<file path="src/rtl/pprc_pkg.sv">
package pprc_pkg;

    localparam int unsigned DEF_STORE_BYTES = 4096;
    localparam int unsigned DIM_W     = 12;
    localparam int unsigned PS_W      = 4;
    localparam int unsigned KIND_W    = 3;
    localparam int unsigned CFG_IDX_W = 3;
    localparam int unsigned ROW_W     = 26;
    localparam int unsigned BADDR_W   = 32;

    localparam logic [KIND_W-1:0] KIND_WR_SRC = 3'd0;
    localparam logic [KIND_W-1:0] KIND_WR_DST = 3'd1;
    localparam logic [KIND_W-1:0] KIND_RD_SRC = 3'd2;
    localparam logic [KIND_W-1:0] KIND_RD_DST = 3'd3;
    localparam logic [KIND_W-1:0] KIND_COPY   = 3'd4;

    localparam logic [CFG_IDX_W-1:0] REG_SRC_WIDTH  = 3'd0;
    localparam logic [CFG_IDX_W-1:0] REG_SRC_HEIGHT = 3'd1;
    localparam logic [CFG_IDX_W-1:0] REG_DST_WIDTH  = 3'd2;
    localparam logic [CFG_IDX_W-1:0] REG_DST_HEIGHT = 3'd3;
    localparam logic [CFG_IDX_W-1:0] REG_PIXEL_SIZE = 3'd4;

    localparam logic [PS_W-1:0] PIX_NIBBLE = 4'd0;
    localparam logic [PS_W-1:0] PIX_BIT    = 4'd1;
    localparam logic [PS_W-1:0] PIX_DIBIT  = 4'd3;
    localparam logic [PS_W-1:0] PS_RESET   = 4'd2;

    typedef struct packed {
        logic latch;
        logic host_wr;
        logic host_rd;
        logic emit_read;
        logic setup;
        logic row_first;
        logic row_calc;
        logic pix_addr;
        logic pix_chk;
        logic set_oor;
        logic cp_rd;
        logic cp_wr;
        logic byte_next;
        logic col_next;
        logic row_next;
        logic emit_copy;
    } cmd_t;

    typedef struct packed {
        logic [KIND_W-1:0] kind;
        logic              empty;
        logic              pix_ok;
        logic              first_col;
        logic              last_col;
        logic              last_row;
        logic              last_byte;
    } stat_t;

endpackage

</file>
<file path="src/rtl/pprc_ctrl.sv">
module pprc_ctrl
    import pprc_pkg::*;
(
    input  logic  clk,
    input  logic  rst_n,
    input  logic  start,
    input  stat_t stat,
    output cmd_t  cmd,
    output logic  busy
);

    localparam logic [3:0] S_IDLE = 4'd0;
    localparam logic [3:0] S_DEC  = 4'd1;
    localparam logic [3:0] S_HRSP = 4'd2;
    localparam logic [3:0] S_TEST = 4'd3;
    localparam logic [3:0] S_ROW  = 4'd4;
    localparam logic [3:0] S_PADR = 4'd5;
    localparam logic [3:0] S_PCHK = 4'd6;
    localparam logic [3:0] S_PDEC = 4'd7;
    localparam logic [3:0] S_PRD  = 4'd8;
    localparam logic [3:0] S_PWR  = 4'd9;
    localparam logic [3:0] S_DONE = 4'd10;

    logic [3:0] state_reg;
    logic [3:0] state_next;

    always_ff @(posedge clk or negedge rst_n)
    begin
        if (!rst_n)
        begin
            state_reg <= S_IDLE;
        end
        else
        begin
            state_reg <= state_next;
        end
    end

    assign busy = (state_reg != S_IDLE);

    always_comb
    begin
        cmd        = '0;
        state_next = state_reg;
        case (state_reg)
            S_IDLE:
            begin
                if (start)
                begin
                    cmd.latch  = 1'b1;
                    state_next = S_DEC;
                end
            end
            S_DEC:
            begin
                case (stat.kind)
                    KIND_WR_SRC, KIND_WR_DST:
                    begin
                        cmd.host_wr = 1'b1;
                        state_next  = S_IDLE;
                    end
                    KIND_RD_SRC, KIND_RD_DST:
                    begin
                        cmd.host_rd = 1'b1;
                        state_next  = S_HRSP;
                    end
                    KIND_COPY:
                    begin
                        cmd.setup  = 1'b1;
                        state_next = S_TEST;
                    end
                    default:
                    begin
                        state_next = S_IDLE;
                    end
                endcase
            end
            S_HRSP:
            begin
                cmd.emit_read = 1'b1;
                state_next    = S_IDLE;
            end
            S_TEST:
            begin
                if (stat.empty)
                begin
                    state_next = S_DONE;
                end
                else
                begin
                    cmd.row_first = 1'b1;
                    state_next    = S_ROW;
                end
            end
            S_ROW:
            begin
                cmd.row_calc = 1'b1;
                state_next   = S_PADR;
            end
            S_PADR:
            begin
                cmd.pix_addr = 1'b1;
                state_next   = S_PCHK;
            end
            S_PCHK:
            begin
                cmd.pix_chk = 1'b1;
                state_next  = S_PDEC;
            end
            S_PDEC:
            begin
                if (stat.pix_ok)
                begin
                    state_next = S_PRD;
                end
                else
                begin
                    // skipped pixel ends the row, or the whole copy on the first column or the last row
                    cmd.set_oor = 1'b1;
                    if (stat.first_col || stat.last_row)
                    begin
                        state_next = S_DONE;
                    end
                    else
                    begin
                        cmd.row_next = 1'b1;
                        state_next   = S_ROW;
                    end
                end
            end
            S_PRD:
            begin
                cmd.cp_rd  = 1'b1;
                state_next = S_PWR;
            end
            S_PWR:
            begin
                cmd.cp_wr = 1'b1;
                if (!stat.last_byte)
                begin
                    cmd.byte_next = 1'b1;
                    state_next    = S_PRD;
                end
                else if (!stat.last_col)
                begin
                    cmd.col_next = 1'b1;
                    state_next   = S_PADR;
                end
                else if (stat.last_row)
                begin
                    state_next = S_DONE;
                end
                else
                begin
                    cmd.row_next = 1'b1;
                    state_next   = S_ROW;
                end
            end
            S_DONE:
            begin
                cmd.emit_copy = 1'b1;
                state_next    = S_IDLE;
            end
            default:
            begin
                state_next = S_IDLE;
            end
        endcase
    end

endmodule

</file>
<file path="config.mk">
export PLATFORM = sky130hd
export DESIGN_NAME = pprc_ctrl
export DESIGN_NICKNAME = d
export VERILOG_FILES = /design/src/rtl/pprc_pkg.sv /design/src/rtl/pprc_ctrl.sv
export SDC_FILE = /design/constraint.sdc
export NUM_CORES = 1
export LEC_CHECK = 0
export BUFFER_PORTS_ARGS = -buffer_cell sky130_fd_sc_hd__buf_4
export CAP_MARGIN = 20
export CORE_MARGIN = 2
export CORE_UTILIZATION = 36
export CTS_BUF_LIST = sky130_fd_sc_hd__clkbuf_8 sky130_fd_sc_hd__clkbuf_16
export CTS_CLUSTER_DIAMETER = 50
export DETAILED_ROUTE_END_ITERATION = 7
export PLACE_DENSITY = 0.7
export RECOVER_POWER = 100
export SLEW_MARGIN = 20
export SYNTH_ARGS = -nofsm -noshare
export SYNTH_HDL_FRONTEND = slang
export SYNTH_SLANG_ARGS = --single-unit
</file>
<file path="constraint.sdc">
create_clock -name clk -period 1.3 [get_ports clk]
set_input_delay 0.325 -clock clk [delete_from_list [all_inputs] [get_ports clk]]
set_output_delay 0.325 -clock clk [all_outputs]
set_load 0.05 [all_outputs]
</file>
==> flow_summary.json, run 1 <==
{
  "status": "did not finish",
  "haltStage": "clock tree synthesis",
  "error": "[ERROR DPL-0038] Utilization greater than 100%, impossible to legalize",
  "numCtsBuffers": 3,
  "pin_count": 29,
  "start_util_pct": 40.37,
  "synth.most_common_cell": "nor2_1",
  "syn_inst": 67,
  "dp.cells": 131,
  "netlist_area_um2": 466.7,
  "fp.dieW_um": 40.01,
  "synth_area_leader_cell": "dfrtp_1",
  "cts-htree-levels": 1,
  "yosysTopAreaCellShare_pct": 21.45,
  "avgSynthCellArea_um2": 6.966,
  "yosys_warnings": 0,
  "fp-row-count": 12,
  "cts_root_buf": "clkbuf_8",
  "syn_nets": 79,
  "cts_buffer_depth": 2,
  "port-buffer-count": 28,
  "cts_hold_buf": 1,
  "netlist_top_cells_count": "10 x nor2_1, 7 x nand2_1, 7 x nor3_1",
  "synth_flop_cell": "dfrtp_1",
  "synth_edf_count": 0,
  "dp_slack_ns": -0.3201,
  "hpwl_um": 1428,
  "cts_resized": 50,
  "gp_congestion": 0.7941,
  "cts_sinks": 4,
  "die_y_um": 40.01,
  "ys_top_cells_by_area": "dfrtp_1 21%, nor2_1 8.0%, nor3_1 7.5%",
  "synthArstFlopShare_pct": 100.0,
  "ys_ff_latch": 4,
  "ys_seq_area_share_pct": 21.45,
  "cts_setup_buffers": 3,
  "synth_cell_types": 29
}
==> cell families after synthesis <==
| logic type | after synthesis | synth area share [%] |
|---|---|---|
| AND/OR/NAND/NOR | 39 | 46.39 |
| flip-flops | 4 | 21.45 |
| AO/OA/AOI/OAI | 15 | 22.52 |
| buffers and inverters | 9 | 9.651 |
==> per-stage QoR <==
step           TNS [ns]  area (um2)  utilization [%]  hold slack [ns]
2_1_floorplan    -5.330       601.8                -          0.02941
3_5_place_dp     -3.327       992.2            85.82           0.1217
3_3_place_gp     -3.166       992.2            85.82           0.1204
==> run 2, diff against run 1 <==
- CORE_AREA: default -> 2 2 63 65
- CORE_MARGIN: 2 -> default
- CORE_UTILIZATION: 36 -> default
- CTS_BUF_LIST: sky130_fd_sc_hd__clkbuf_8 sky130_fd_sc_hd__clkbuf_16 -> default
- CTS_CLUSTER_DIAMETER: 50 -> default
- DIE_AREA: default -> 0 0 65 67
- PLACE_DENSITY: 0.7 -> default
- PLACE_DENSITY_LB_ADDON: default -> 0.15
- clock period: 1.3 -> 1.7 ns (I/O delays scaled with it)
==> run 2 against run 1 <==
Effect of this change: the flow now finishes, with violations (negative setup slack); synthesized cell count unchanged; area after synthesis did not move.
==> flow_summary.json, run 2 <==
{
  "largest_register_ffs": 4,
  "wire_per_inst_um": 11.58,
  "yosysTopAreaCellShare_pct": 21.45,
  "core_um2": 3606,
  "setup_viol": 10,
  "antenna_found_initial": 0,
  "syn_nets": 79,
  "cts_root_buf": "clkbuf_8",
  "grtUsageTotal_pct": 10.17,
  "netlist_top_cells_count": "10 x nor2_1, 7 x nand2_1, 7 x nor3_1",
  "dieArea_um2": 4355,
  "critical_path_class": "reg -> out",
  "hpwl_um": 1545,
  "min_from": "stat[3]",
  "wl_met1_um": 871,
  "grt_remaining_overflow": 0,
  "syn_inst": 67,
  "synth.most_common_cell": "nor2_1",
  "worst_setup_path_start_kind": "register",
  "cts_tree": "done",
  "synth_area_leader_cell": "dfrtp_1",
  "placed_area_um2": 949.7,
  "first_global_vias": 765,
  "wl_um": 1992,
  "reg2reg_to": "state_reg[0]$_DFFE_PN0P_",
  "die_y_um": 67,
  "layout_min_cycle_time_ns": 1.806,
  "numCtsBuffers": 3,
  "gp_congestion": 0.7655,
  "nFillCells": 379,
  "maxSlewHeadroom_pct": 79.28,
  "pin_count": 29,
  "area_growth_pct": 187.9,
  "hold_depth": 3,
  "synthArstFlopShare_pct": 100.0,
  "rsz0062_at_grt": "yes",
  "synth_edf_count": 0,
  "antenna_left": 0,
  "finalCritPeriodShare_pct": 106.2,
  "drcViolationCount": 0,
  "netlist_area_um2": 466.7,
  "clock.fmax_mhz": 553.8,
  "fp.dieW_um": 65,
  "cp_max_fo": 4,
  "r2r_cells": 7,
  "layout_commonest_cell": "buf_4",
  "cts-htree-levels": 1,
  "first_pass_iters": 2,
  "reg2reg_slack_ns": 0.20,
  "clkTransAtPathRegs_ns": 0.03,
  "worst-slew-pin-transition_ns": 0.3098,
  "finalNetCount": 138,
  "grt_pass1_wl_um": 3463,
  "critPathRequiredTime_ns": 1.27,
  "vias": 714,
  "ys_seq_area_share_pct": 21.45,
  "seq_area_um2": 102.6,
  "hold_end": "state_reg[1]$_DFFE_PN0P_",
  "avgSynthCellArea_um2": 6.966,
  "dr_wl_met3_um": 133,
  "ys_ff_latch": 4,
  "port-buffer-count": 28,
  "n_antenna_cell": 0,
  "power.density_nw_per_um2": 1751,
  "start_util_pct": 12.94,
  "status": "finished, violations left",
  "violations": "negative setup slack",
  "cts_buffer_depth": 2,
  "synth_flop_cell": "dfrtp_1",
  "hold_viol": 0,
  "p_leak_nw": 0.5575,
  "r2r_start": "state_reg[0]$_DFFE_PN0P_",
  "hold_path_class": "in -> reg",
  "end_kind": "output port",
  "drive_above_1_share_pct": 73.39,
  "drv_cap": 0,
  "yosys_warnings": 0,
  "multi_input_area_um2": 528.0,
  "fin_skew_ns": 0.002112,
  "slew_violations": 0,
  "fin_ws_ns": -0.1057,
  "wl_met2_um": 988,
  "ir_drop_v": 0.0004015,
  "vias_per_cell": 4.151,
  "maxUsedRoutingLayer": "met3",
  "total_power_w": 0.002353,
  "ys_top_cells_by_area": "dfrtp_1 21%, nor2_1 8.0%, nor3_1 7.5%",
  "cts_sinks": 4,
  "fp-row-count": 22,
  "synth_cell_types": 29,
  "drt_iter0_drc": 12,
  "crit_arrival_ns": 1.38,
  "layout_common_cells": "26 x buf_4, 21 x buf_6, 7 x buf_8",
  "design_area_um2": 1344,
  "insertion_delay_ns": 0.22,
  "grt_max_degree": 12
}
## run 2: cell counts after synthesis
No cell type changed its count.
## run 2: critical path, stage by stage, from the launching register on
cell and delay [ns]:
dfrtp_2 0.44, and4bb_4 0.35, a32oi_2 0.12, nor2_4 0.09, buf_6 0.16
## run 2: kinds of logic after synthesis
group / share of synthesized area [%]
AOI/OAI and AO/OA: 22.52
buffers and inverters: 9.651
DFF: 21.45
and+or+nand+nor: 46.39
## run 2: layout make-up
cell class,instances,area share (%)
Multi-Input combinational cell,54,39.29
Clock buffer,3,3.073
Sequential cell,4,7.635
Timing Repair Buffer,58,43.95
Tap cell,48,4.469
Inverter,5,1.583
## run 2: worst max-delay path by stage
stage | startpoint | slack (ns) | depth (start not counted) | end
6_report | state_reg[2]$_DFFE_PN0P_ | -0.11 | 4 | cmd[1]
3_5_place_dp | stat[7] | -0.06 | 4 | cmd[11]
4_1_cts | state_reg[2]$_DFFE_PN0P_ | -0.12 | 4 | cmd[1]
2_1_floorplan | state_reg[3]$_DFFE_PN0P_ | -0.32 | 4 | cmd[1]
3_3_place_gp | stat[7] | -0.05 | 4 | cmd[11]
5_1_grt | state_reg[3]$_DFFE_PN0P_ | -0.16 | 4 | cmd[10]
## run 2: timing repair
item,in CTS,in global routing
hold endpoints to repair,4,0
setup buffers,8,6
resized for setup,44,16
pin swaps,10,6
hold buffers,1,0
setup endpoints to repair,17,16
## run 2: metrics by stage
stage / util, % / hold WS (ns) / cells / setup TNS, ns / setup slack [ns]
floorplan: - / 0.1294 / 67 / -1.080 / -0.3170
global placement: 26.34 / 0.2204 / 155 / -0.07284 / -0.05006
detailed placement: 26.34 / 0.2234 / 155 / -0.05595 / -0.05506
CTS: 34.25 / 0.5210 / 167 / -1.012 / -0.1243
global route: 37.27 / 0.5485 / 172 / -1.344 / -0.1579
finish: 37.27 / 0.5244 / 172 / -0.6413 / -0.1057
## run 2: metal layers
layer | vias to the layer above | track usage, %
li1 | 361 | -
met1 | 330 | 13.17
met2 | 23 | 16.62
met3 | 0 | 2.534
met4 | 0 | 2.926
met5 | - | 0
## run 2: report_power, final
part	switching, W	total, W	internal, W	leakage [nW]
Clock	0.0000450	0.000195	0.000151	0.0216
Sequential	0.0000662	0.000212	0.000146	0.0496
Combinational	0.00105	0.00195	0.000894	0.486
Note: power is estimated with default switching activity, not from simulation.
